### src/rc4_stream_cipher_top_defines.svh
// ----------------------------------------------------------------------------
// rc4 stream cipher assertion macros
// clocked concurrent assertion helpers, compiled out with ASSERT_OFF
// ----------------------------------------------------------------------------
`ifndef RC4_STREAM_CIPHER_TOP_DEFINES_SVH
`define RC4_STREAM_CIPHER_TOP_DEFINES_SVH

`ifndef ASSERT_OFF
`define RC4_ASSERT_IMPL(lbl, clk, rstn, pre, post) \
  lbl: assert property (@(posedge clk) disable iff (!rstn) (pre) |-> (post)) \
    else $error("rc4 assertion failed");
`define RC4_ASSERT_NEXT(lbl, clk, rstn, pre, post) \
  lbl: assert property (@(posedge clk) disable iff (!rstn) (pre) |=> (post)) \
    else $error("rc4 assertion failed");
`else
`define RC4_ASSERT_IMPL(lbl, clk, rstn, pre, post)
`define RC4_ASSERT_NEXT(lbl, clk, rstn, pre, post)
`endif

`endif

### src/rc4_pkg.sv
// ----------------------------------------------------------------------------
// rc4 package
// sizes, datapath select codes, control word and microcode rom
// ----------------------------------------------------------------------------
package rc4_pkg;

  localparam int PERM_DEPTH    = 256;
  localparam int PERM_AW       = 8;
  localparam int KEY_BYTES_MAX = 256;
  localparam int KEY_AW        = (KEY_BYTES_MAX > 1) ? $clog2(KEY_BYTES_MAX) : 1;
  localparam int COUNT_W       = $clog2(KEY_BYTES_MAX + 1);

  // perm ram read address source
  typedef enum logic [2:0] {
    RA_INEXT,
    RA_JSUM,
    RA_TSUM,
    RA_T,
    RA_N,
    RA_ACCSUM
  } ra_e;

  // perm ram write address source
  typedef enum logic [1:0] {
    WA_I,
    WA_J,
    WA_N,
    WA_ACC
  } wa_e;

  // perm ram write data source
  typedef enum logic [1:0] {
    WD_RDATA,
    WD_A,
    WD_N
  } wd_e;

  // branch condition
  typedef enum logic [1:0] {
    C_ALWAYS,
    C_NOT_LAST,
    C_OUT_BUSY,
    C_DISPATCH
  } cond_e;

  // microcode step addresses
  typedef enum logic [3:0] {
    U_IDLE,
    U_DATA1,
    U_DATA2,
    U_DATA3,
    U_FILL_R,
    U_FILL_K,
    U_KSA1,
    U_KSA2,
    U_KSA3,
    U_KSA4
  } upc_e;

  typedef struct packed {
    ra_e   ra;
    wa_e   wa;
    wd_e   wd;
    logic  we;
    logic  ld_a;
    logic  ld_j;
    logic  ld_bt;
    logic  ld_acc;
    logic  n_inc;
    logic  k_step;
    logic  out_ld;
    cond_e cond;
    upc_e  tgt_t;
    upc_e  tgt_f;
  } ctl_t;

  function automatic ctl_t rom_word(input upc_e pc);
    ctl_t w;
    w.ra     = RA_INEXT;
    w.wa     = WA_I;
    w.wd     = WD_RDATA;
    w.we     = 1'b0;
    w.ld_a   = 1'b0;
    w.ld_j   = 1'b0;
    w.ld_bt  = 1'b0;
    w.ld_acc = 1'b0;
    w.n_inc  = 1'b0;
    w.k_step = 1'b0;
    w.out_ld = 1'b0;
    w.cond   = C_ALWAYS;
    w.tgt_t  = U_IDLE;
    w.tgt_f  = U_IDLE;
    unique case (pc)
      U_IDLE: begin
        w.cond  = C_DISPATCH;
        w.tgt_t = U_DATA1;
        w.tgt_f = U_FILL_K;
      end
      U_DATA1: begin
        w.ra    = RA_JSUM;
        w.ld_a  = 1'b1;
        w.ld_j  = 1'b1;
        w.tgt_t = U_DATA2;
      end
      U_DATA2: begin
        w.ra    = RA_TSUM;
        w.we    = 1'b1;
        w.wa    = WA_I;
        w.wd    = WD_RDATA;
        w.ld_bt = 1'b1;
        w.tgt_t = U_DATA3;
      end
      U_DATA3: begin
        w.ra     = RA_T;
        w.we     = 1'b1;
        w.wa     = WA_J;
        w.wd     = WD_A;
        w.out_ld = 1'b1;
        w.cond   = C_OUT_BUSY;
        w.tgt_t  = U_DATA3;
        w.tgt_f  = U_IDLE;
      end
      U_FILL_R: begin
        w.we    = 1'b1;
        w.wa    = WA_N;
        w.wd    = WD_N;
        w.n_inc = 1'b1;
        w.cond  = C_NOT_LAST;
        w.tgt_t = U_FILL_R;
        w.tgt_f = U_IDLE;
      end
      U_FILL_K: begin
        w.we    = 1'b1;
        w.wa    = WA_N;
        w.wd    = WD_N;
        w.n_inc = 1'b1;
        w.cond  = C_NOT_LAST;
        w.tgt_t = U_FILL_K;
        w.tgt_f = U_KSA1;
      end
      U_KSA1: begin
        w.ra    = RA_N;
        w.tgt_t = U_KSA2;
      end
      U_KSA2: begin
        w.ra     = RA_ACCSUM;
        w.ld_a   = 1'b1;
        w.ld_acc = 1'b1;
        w.tgt_t  = U_KSA3;
      end
      U_KSA3: begin
        w.we    = 1'b1;
        w.wa    = WA_N;
        w.wd    = WD_RDATA;
        w.tgt_t = U_KSA4;
      end
      U_KSA4: begin
        w.we     = 1'b1;
        w.wa     = WA_ACC;
        w.wd     = WD_A;
        w.n_inc  = 1'b1;
        w.k_step = 1'b1;
        w.cond   = C_NOT_LAST;
        w.tgt_t  = U_KSA1;
        w.tgt_f  = U_IDLE;
      end
      default: begin
        w.tgt_t = U_IDLE;
      end
    endcase
    return w;
  endfunction

endpackage

### src/rc4_ram.sv
// ----------------------------------------------------------------------------
// rc4 generic ram
// one write port, one read port, registered read data
// ----------------------------------------------------------------------------
module rc4_ram #(
  parameter int WIDTH = 8,
  parameter int DEPTH = 256,
  parameter int AW    = (DEPTH > 1) ? $clog2(DEPTH) : 1
) (
  input  logic             clk_i,
  input  logic             we_i,
  input  logic [AW-1:0]    waddr_i,
  input  logic [WIDTH-1:0] wdata_i,
  input  logic [AW-1:0]    raddr_i,
  output logic [WIDTH-1:0] rdata_o
);

  logic [WIDTH-1:0] mem_q [DEPTH];

  always_ff @(posedge clk_i) begin
    if (we_i) begin
      mem_q[waddr_i] <= wdata_i;
    end
    rdata_o <= mem_q[raddr_i];
  end

endmodule

### src/rc4_stream_cipher_top.sv
// ----------------------------------------------------------------------------
// rc4 stream cipher top
// rc4 key schedule and keystream generator run by a microcoded sequencer
// ----------------------------------------------------------------------------
// Key bytes and data bytes share one request channel. A key byte not flagged
// last leaves the sequencer idle for the next request; the last one also
// starts the key schedule: a pass that reloads the identity permutation, then
// 256 schedule steps of KSA1 to KSA4, during which no request is taken. A data
// byte is accepted and then runs three steps, set by the single read port of
// the permutation ram: three reads and two writes per byte. After reset a pass
// loads the identity permutation before the first request is taken. The
// result sits in an output register, so a new request is taken while the last
// result waits; a data byte then holds in its final step until that clears.
`include "rc4_stream_cipher_top_defines.svh"

module rc4_stream_cipher_top
  import rc4_pkg::*;
(
  input  logic       clk_i,
  input  logic       rst_ni,
  input  logic       in_valid_i,
  output logic       in_ready_o,
  input  logic       kind_i,
  input  logic [7:0] byte_value_i,
  input  logic       key_last_i,
  output logic       out_valid_o,
  input  logic       out_ready_i,
  output logic [7:0] data_out_o
);

  localparam logic [PERM_AW-1:0] N_LAST = PERM_AW'(PERM_DEPTH - 1);

  upc_e upc_q, upc_d;
  ctl_t ctl;

  logic [7:0]         i_q, i_d, j_q, j_d, a_q, a_d, b_q, b_d, t_q, t_d;
  logic [7:0]         acc_q, acc_d, value_q, value_d, out_q, out_d;
  logic [PERM_AW-1:0] n_q, n_d;
  logic [KEY_AW-1:0]  kidx_q, kidx_d;
  logic [COUNT_W-1:0] len_q, len_d, count_q, count_d, count_next;
  logic               out_valid_q, out_valid_d;

  logic               in_acc, out_busy, key_store, key_wrap, key_go;
  logic [7:0]         perm_rd, perm_ra, perm_wa, perm_wd, key_rd, acc_sum, ks;

  assign ctl        = rom_word(upc_q);
  assign in_ready_o = (upc_q == U_IDLE);
  assign in_acc     = in_valid_i && in_ready_o;
  assign key_go     = in_acc && !kind_i && key_last_i;
  assign out_busy   = out_valid_q && !out_ready_i;
  assign key_store  = (count_q < COUNT_W'(KEY_BYTES_MAX));
  assign count_next = count_q + COUNT_W'(key_store);
  assign key_wrap   = ((COUNT_W'(kidx_q) + COUNT_W'(1)) == len_q);
  assign acc_sum    = acc_q + perm_rd + key_rd;

  // keystream byte with forwarding of the swap just written
  always_comb begin
    if (t_q == j_q) begin
      ks = a_q;
    end else if (t_q == i_q) begin
      ks = b_q;
    end else begin
      ks = perm_rd;
    end
  end

  always_comb begin
    unique case (ctl.ra)
      RA_INEXT:  perm_ra = i_q + 8'd1;
      RA_JSUM:   perm_ra = j_q + perm_rd;
      RA_TSUM:   perm_ra = a_q + perm_rd;
      RA_T:      perm_ra = t_q;
      RA_N:      perm_ra = n_q;
      RA_ACCSUM: perm_ra = acc_sum;
      default:   perm_ra = n_q;
    endcase
    unique case (ctl.wa)
      WA_I:    perm_wa = i_q;
      WA_J:    perm_wa = j_q;
      WA_N:    perm_wa = n_q;
      WA_ACC:  perm_wa = acc_q;
      default: perm_wa = n_q;
    endcase
    unique case (ctl.wd)
      WD_RDATA: perm_wd = perm_rd;
      WD_A:     perm_wd = a_q;
      WD_N:     perm_wd = n_q;
      default:  perm_wd = n_q;
    endcase
  end

  rc4_ram #(
    .WIDTH(8),
    .DEPTH(PERM_DEPTH)
  ) u_perm_ram (
    .clk_i  (clk_i),
    .we_i   (ctl.we),
    .waddr_i(perm_wa),
    .wdata_i(perm_wd),
    .raddr_i(perm_ra),
    .rdata_o(perm_rd)
  );

  rc4_ram #(
    .WIDTH(8),
    .DEPTH(KEY_BYTES_MAX)
  ) u_key_ram (
    .clk_i  (clk_i),
    .we_i   (in_acc && !kind_i && key_store),
    .waddr_i(count_q[KEY_AW-1:0]),
    .wdata_i(byte_value_i),
    .raddr_i(kidx_q),
    .rdata_o(key_rd)
  );

  // sequencer next step
  always_comb begin
    unique case (ctl.cond)
      C_ALWAYS:   upc_d = ctl.tgt_t;
      C_NOT_LAST: upc_d = (n_q != N_LAST) ? ctl.tgt_t : ctl.tgt_f;
      C_OUT_BUSY: upc_d = out_busy ? ctl.tgt_t : ctl.tgt_f;
      C_DISPATCH: begin
        if (in_acc && kind_i) begin
          upc_d = ctl.tgt_t;
        end else if (in_acc && key_last_i) begin
          upc_d = ctl.tgt_f;
        end else begin
          upc_d = U_IDLE;
        end
      end
      default:    upc_d = U_IDLE;
    endcase
  end

  // datapath
  always_comb begin
    i_d         = i_q;
    j_d         = j_q;
    a_d         = a_q;
    b_d         = b_q;
    t_d         = t_q;
    acc_d       = acc_q;
    value_d     = value_q;
    out_d       = out_q;
    n_d         = n_q;
    kidx_d      = kidx_q;
    len_d       = len_q;
    count_d     = count_q;
    out_valid_d = out_valid_q;
    if (in_acc) begin
      if (kind_i) begin
        i_d     = i_q + 8'd1;
        value_d = byte_value_i;
      end else begin
        count_d = count_next;
        if (key_last_i) begin
          len_d   = count_next;
          count_d = '0;
          i_d     = '0;
          j_d     = '0;
          acc_d   = '0;
          kidx_d  = '0;
        end
      end
    end
    if (ctl.ld_a) begin
      a_d = perm_rd;
    end
    if (ctl.ld_j) begin
      j_d = j_q + perm_rd;
    end
    if (ctl.ld_bt) begin
      b_d = perm_rd;
      t_d = a_q + perm_rd;
    end
    if (ctl.ld_acc) begin
      acc_d = acc_sum;
    end
    if (ctl.n_inc) begin
      n_d = n_q + PERM_AW'(1);
    end
    if (ctl.k_step) begin
      kidx_d = key_wrap ? '0 : kidx_q + KEY_AW'(1);
    end
    if (out_valid_q && out_ready_i) begin
      out_valid_d = 1'b0;
    end
    if (ctl.out_ld && !out_busy) begin
      out_valid_d = 1'b1;
      out_d       = value_q ^ ks;
    end
  end

  always_ff @(posedge clk_i or negedge rst_ni) begin
    if (!rst_ni) begin
      upc_q       <= U_FILL_R;
      n_q         <= '0;
      i_q         <= '0;
      j_q         <= '0;
      count_q     <= '0;
      out_valid_q <= 1'b0;
    end else begin
      upc_q       <= upc_d;
      n_q         <= n_d;
      i_q         <= i_d;
      j_q         <= j_d;
      count_q     <= count_d;
      out_valid_q <= out_valid_d;
    end
  end

  always_ff @(posedge clk_i) begin
    a_q     <= a_d;
    b_q     <= b_d;
    t_q     <= t_d;
    acc_q   <= acc_d;
    value_q <= value_d;
    out_q   <= out_d;
    kidx_q  <= kidx_d;
    len_q   <= len_d;
  end

  assign out_valid_o = out_valid_q;
  assign data_out_o  = out_q;

  `RC4_ASSERT_IMPL(a_out_from_data3, clk_i, rst_ni, $rose(out_valid_q), $past(upc_q == U_DATA3))
  `RC4_ASSERT_NEXT(a_data_dispatch, clk_i, rst_ni, in_acc && kind_i, upc_q == U_DATA1)
  `RC4_ASSERT_NEXT(a_key_dispatch, clk_i, rst_ni, key_go, (upc_q == U_FILL_K) && (n_q == '0))

endmodule
### config.mk
export PLATFORM = sky130hd
export DESIGN_NAME = rc4_stream_cipher_top
export DESIGN_NICKNAME = d
export VERILOG_FILES = /design/src/rc4_pkg.sv /design/src/rc4_ram.sv /design/src/rc4_stream_cipher_top.sv
export VERILOG_INCLUDE_DIRS = /design/src /design/src/src
export SDC_FILE = /design/constraint.sdc
export NUM_CORES = 2
export LEC_CHECK = 0
export ABC_AREA = 1
export BUFFER_PORTS_ARGS = -buffer_cell sky130_fd_sc_hd__buf_2
export CAP_MARGIN = 20
export CORE_MARGIN = 2
export CORE_UTILIZATION = 25
export CTS_CLUSTER_SIZE = 40
export DETAILED_ROUTE_END_ITERATION = 8
export PLACE_DENSITY = 0.49
export SYNTH_ARGS = -nofsm -noshare
export SYNTH_HDL_FRONTEND = slang
export SYNTH_SLANG_ARGS = --single-unit
### constraint.sdc
create_clock -name clk_i -period 15.8 [get_ports clk_i]
set_input_delay 0.79 -clock clk_i [delete_from_list [all_inputs] [get_ports clk_i]]
set_output_delay 0.79 -clock clk_i [all_outputs]
set_load 0.02 [all_outputs]
==> metrics.yaml <==
outcome: "finished clean"
fmax_mhz: 137.2
die_y_um: 843.4
coreArea_sq_um: 702900
path_cells: "nand2_2, inv_1, nand2_1, nand2_1, nor2_1, nand2_4, nand2_4, buf_12, buf_12, buf_12, buf_4, nand2_1, o211ai_1, nand3_1, nand3_1, nand3_1, nand3_1, nand3_1, nand3_1, nand2_1"
highest_layer: "met5"
grt_pass1_wl_um: 788600
antenna_found_initial: 28
clockRootBuffer: "clkbuf_16"
gr-total-overflow: 0
synth_top_cells_by_area: "edfxtp_1 (71%), nand3_1 (5.9%), nand2_1 (4.5%), nor2_1 (3.1%), o21ai_0 (2.6%)"
worst_setup_path_end_kind: "flip-flop"
rows: 308
seq_power_share_pct: 33.3
die-area_sq_um: 711300
crit_top_cell: "nand3_1"
final_layout_size_suffix_gt1_share_pct: 6.324
synth_fa_ha_area_share_pct: 0.2912
syn_area_sq_um: 176100
hp-class: "in2reg"
synth_cell_type_count: 49
final.setup.tns_ns: 0
cts_buffer_depth: 4
track_usage_pct: 14.65
slowest_delay_ns: 0.79
ys_warn_count: 0
drt-vias-per-instance: 4.746
p_clk_share_pct: 23.7
async_reset_ff_share_pct: 0.9015
cts.repair.resized: 0
synth.largest_area_cell: "edfxtp_1"
power_density_nw_per_um2: 212.0
worstPathRequired_ns: 16.53
drt-total-wl_um: 547200
arrival_ns: 8.02
grt_pass1_vias: 108600
max_slew.worst_pin.slew_ns: 1.209
synth-seq-cells: 4215
synth_top_family_by_area: "simple AND/OR/NAND/NOR gates"
p_int_uw: 23620
cp-start-kind: "flip-flop"
yosys.area_share.simple_pct: 16.11
synth.area.mux_share_pct: 0.01137
power_leakage_uw: 0.06748
final_cells: 24010
cts.sinks: 4215
max-cap-violations: 0
m1WireLength_um: 246900
final_cell_mix: "edfxtp_1 (4,161), nand2_1 (2,075), nand3_1 (2,060)"
cts-htree-levels: 5
finalNetCount: 14360
finalSetupViolCount: 0
cts_buffers: 449
placed_cells: 23160
synth_edf_count: 4161
peakVddDrop_mv: 0.4151
wl_met2_um: 247500
synth_fp_nets: 14690
relSlewSlack_pct: 19.37
drv_slew: 0
drt.antenna.violating_nets: 0
synth_compound_area_share_pct: 6.846
drt_first_iter_violations: 12090
yosysSeqAreaShare_pct: 71.66
die_w_um: 843.4
rsz0062_at_grt: "false"
portBuffers: 23
drtPass1Iterations: 8
wl_per_cell_um: 22.79
yosys.area.top_type_share_pct: 70.94
start_util_pct: 25.06
gp_congestion: 0.8127
worst-path-max-fanout: 179
insertion_delay_ns: 1.05
power_switching_uw: 18730
vias: 113900
wl_met3_um: 35740
boundaryPins: 24
critPathKind: "reg2reg"
cts_tree: "yes"
p_comb_share_pct: 43.0
syn_inst: 14640
slowest_stage: "buf_4"
synth.avg_cell_area_sq_um: 12.03
fin_crit_sh_pct: 46.14
syn_to_final_growth_pct: 13.45
synth-xor-area-share_pct: 0.2884
fin_crit_ns: 7.290
synthFlopType: "edfxtp_1"
remaining_drc_errors: 0
dpl.hpwl_um: 303900
hold_violations: 0
final_common_cell: "edfxtp_1"
clkTransAtPathRegs_ns: 0.06
fin_worst_skew_ns: 0.08050
grt_max_degree: 180
p_sw_share_pct: 44.24
worst max-delay path: cells and delay by family, from the launching register on:
kind	cells	cell delay, ns
compound gates	1	0.12
buf+inv	5	2.57
flops	1	0.46
simple gates	14	3.43
sequential cells by signal (all words and copies together), names as in the netlist, 9 cells and up:
signal            count
count_q               9
u_key_ram.mem_q    2048
u_perm_ram.mem_q   2048
len_q                 9
timing repair:
action                    in CTS  in global routing
buffers inserted               0                  0
hold buffers                   1                  0
hold endpoints to repair      37                  0
per-layer routing:
layer / up-vias / GRT usage (%)
met1: 57470 / 21.07
met4: 4 / 4.474
met2: 3840 / 22.91
li1: 51860 / -
met5: - / 0
met3: 763 / 2.043
layout make-up:
cell class                      instances  area, sq um
Clock buffer                          577        11850
Multi-Input combinational cell       8287        41760
Inverter                             1115         4240
Tap cell                             9300        11640
Sequential cell                      4215       126200
Fill cell                           72210       503100
Timing Repair Buffer                  239         2220
Clock inverter                        241         1812
Antenna cell                           32        80.08
cells by family after synthesis:
group	after synthesis
adders and majority gates	35
and+or+nand+nor	6255
muxes	2
DFF	4215
buffers and inverters	2137
xor gates and xnor gates	58
AOI/OAI and AO/OA	1937
final timing paths:
path	from	to	slack (ns)	cells past startpoint
worst max register to register	upc_q[1]	u_perm_ram.rdata_o[0]	8.51	20
worst max-delay path	upc_q[1]	u_perm_ram.rdata_o[0]	8.51	20
worst min register to register	n_q[6]	n_q[6]	0.53	1
worst min-delay path	byte_value_i[0]	u_key_ram.mem_q[166][0]	0.28	1
min in group asynchronous	rst_ni	count_q[0]	0.61	3
max in group asynchronous	rst_ni	j_q[6]	14.69	3
power by group through the flow:
stage | Clock, uW | Sequential (uW) | Combinational (uW)
after CTS | 10200 | 14100 | 18300
after global placement | 0 | 14300 | 18300
final | 10000 | 14100 | 18200
after floorplan | 0 | 15200 | 10800
after detailed placement | 0 | 14300 | 18300
after global routing | 10600 | 14100 | 19700
cells in the mapped netlist (all sizes together) (32+ instances only):
cell / count
nor2: 1461
edfxtp: 4161
clkbuf: 615
inv: 1111
nand3: 2063
a211oi: 32
o211ai: 181
nand2: 2114
a21oi: 251
nand3b: 577
o21ai: 931
xor2: 42
buf: 407
o22ai: 79
o221ai: 414
dfrtp: 37
stage by stage:
step / util [%] / hold slack, ns / setup WS, ns / power, uW / instance area [sq um]
final: 28.43 / 0.2846 / 8.510 / 42350 / 199800
after floorplan: - / 0.4237 / 2.701 / 26020 / 176100
after detailed placement: 26.47 / 0.5270 / 8.529 / 32600 / 186100
after global placement: 26.46 / 0.5254 / 8.525 / 32600 / 186000
after CTS: 28.42 / 0.2113 / 8.521 / 42610 / 199700
after global routing: 28.43 / 0.2716 / 8.118 / 44450 / 199800
No activity file was read; power rests on OpenSTA's default activity.
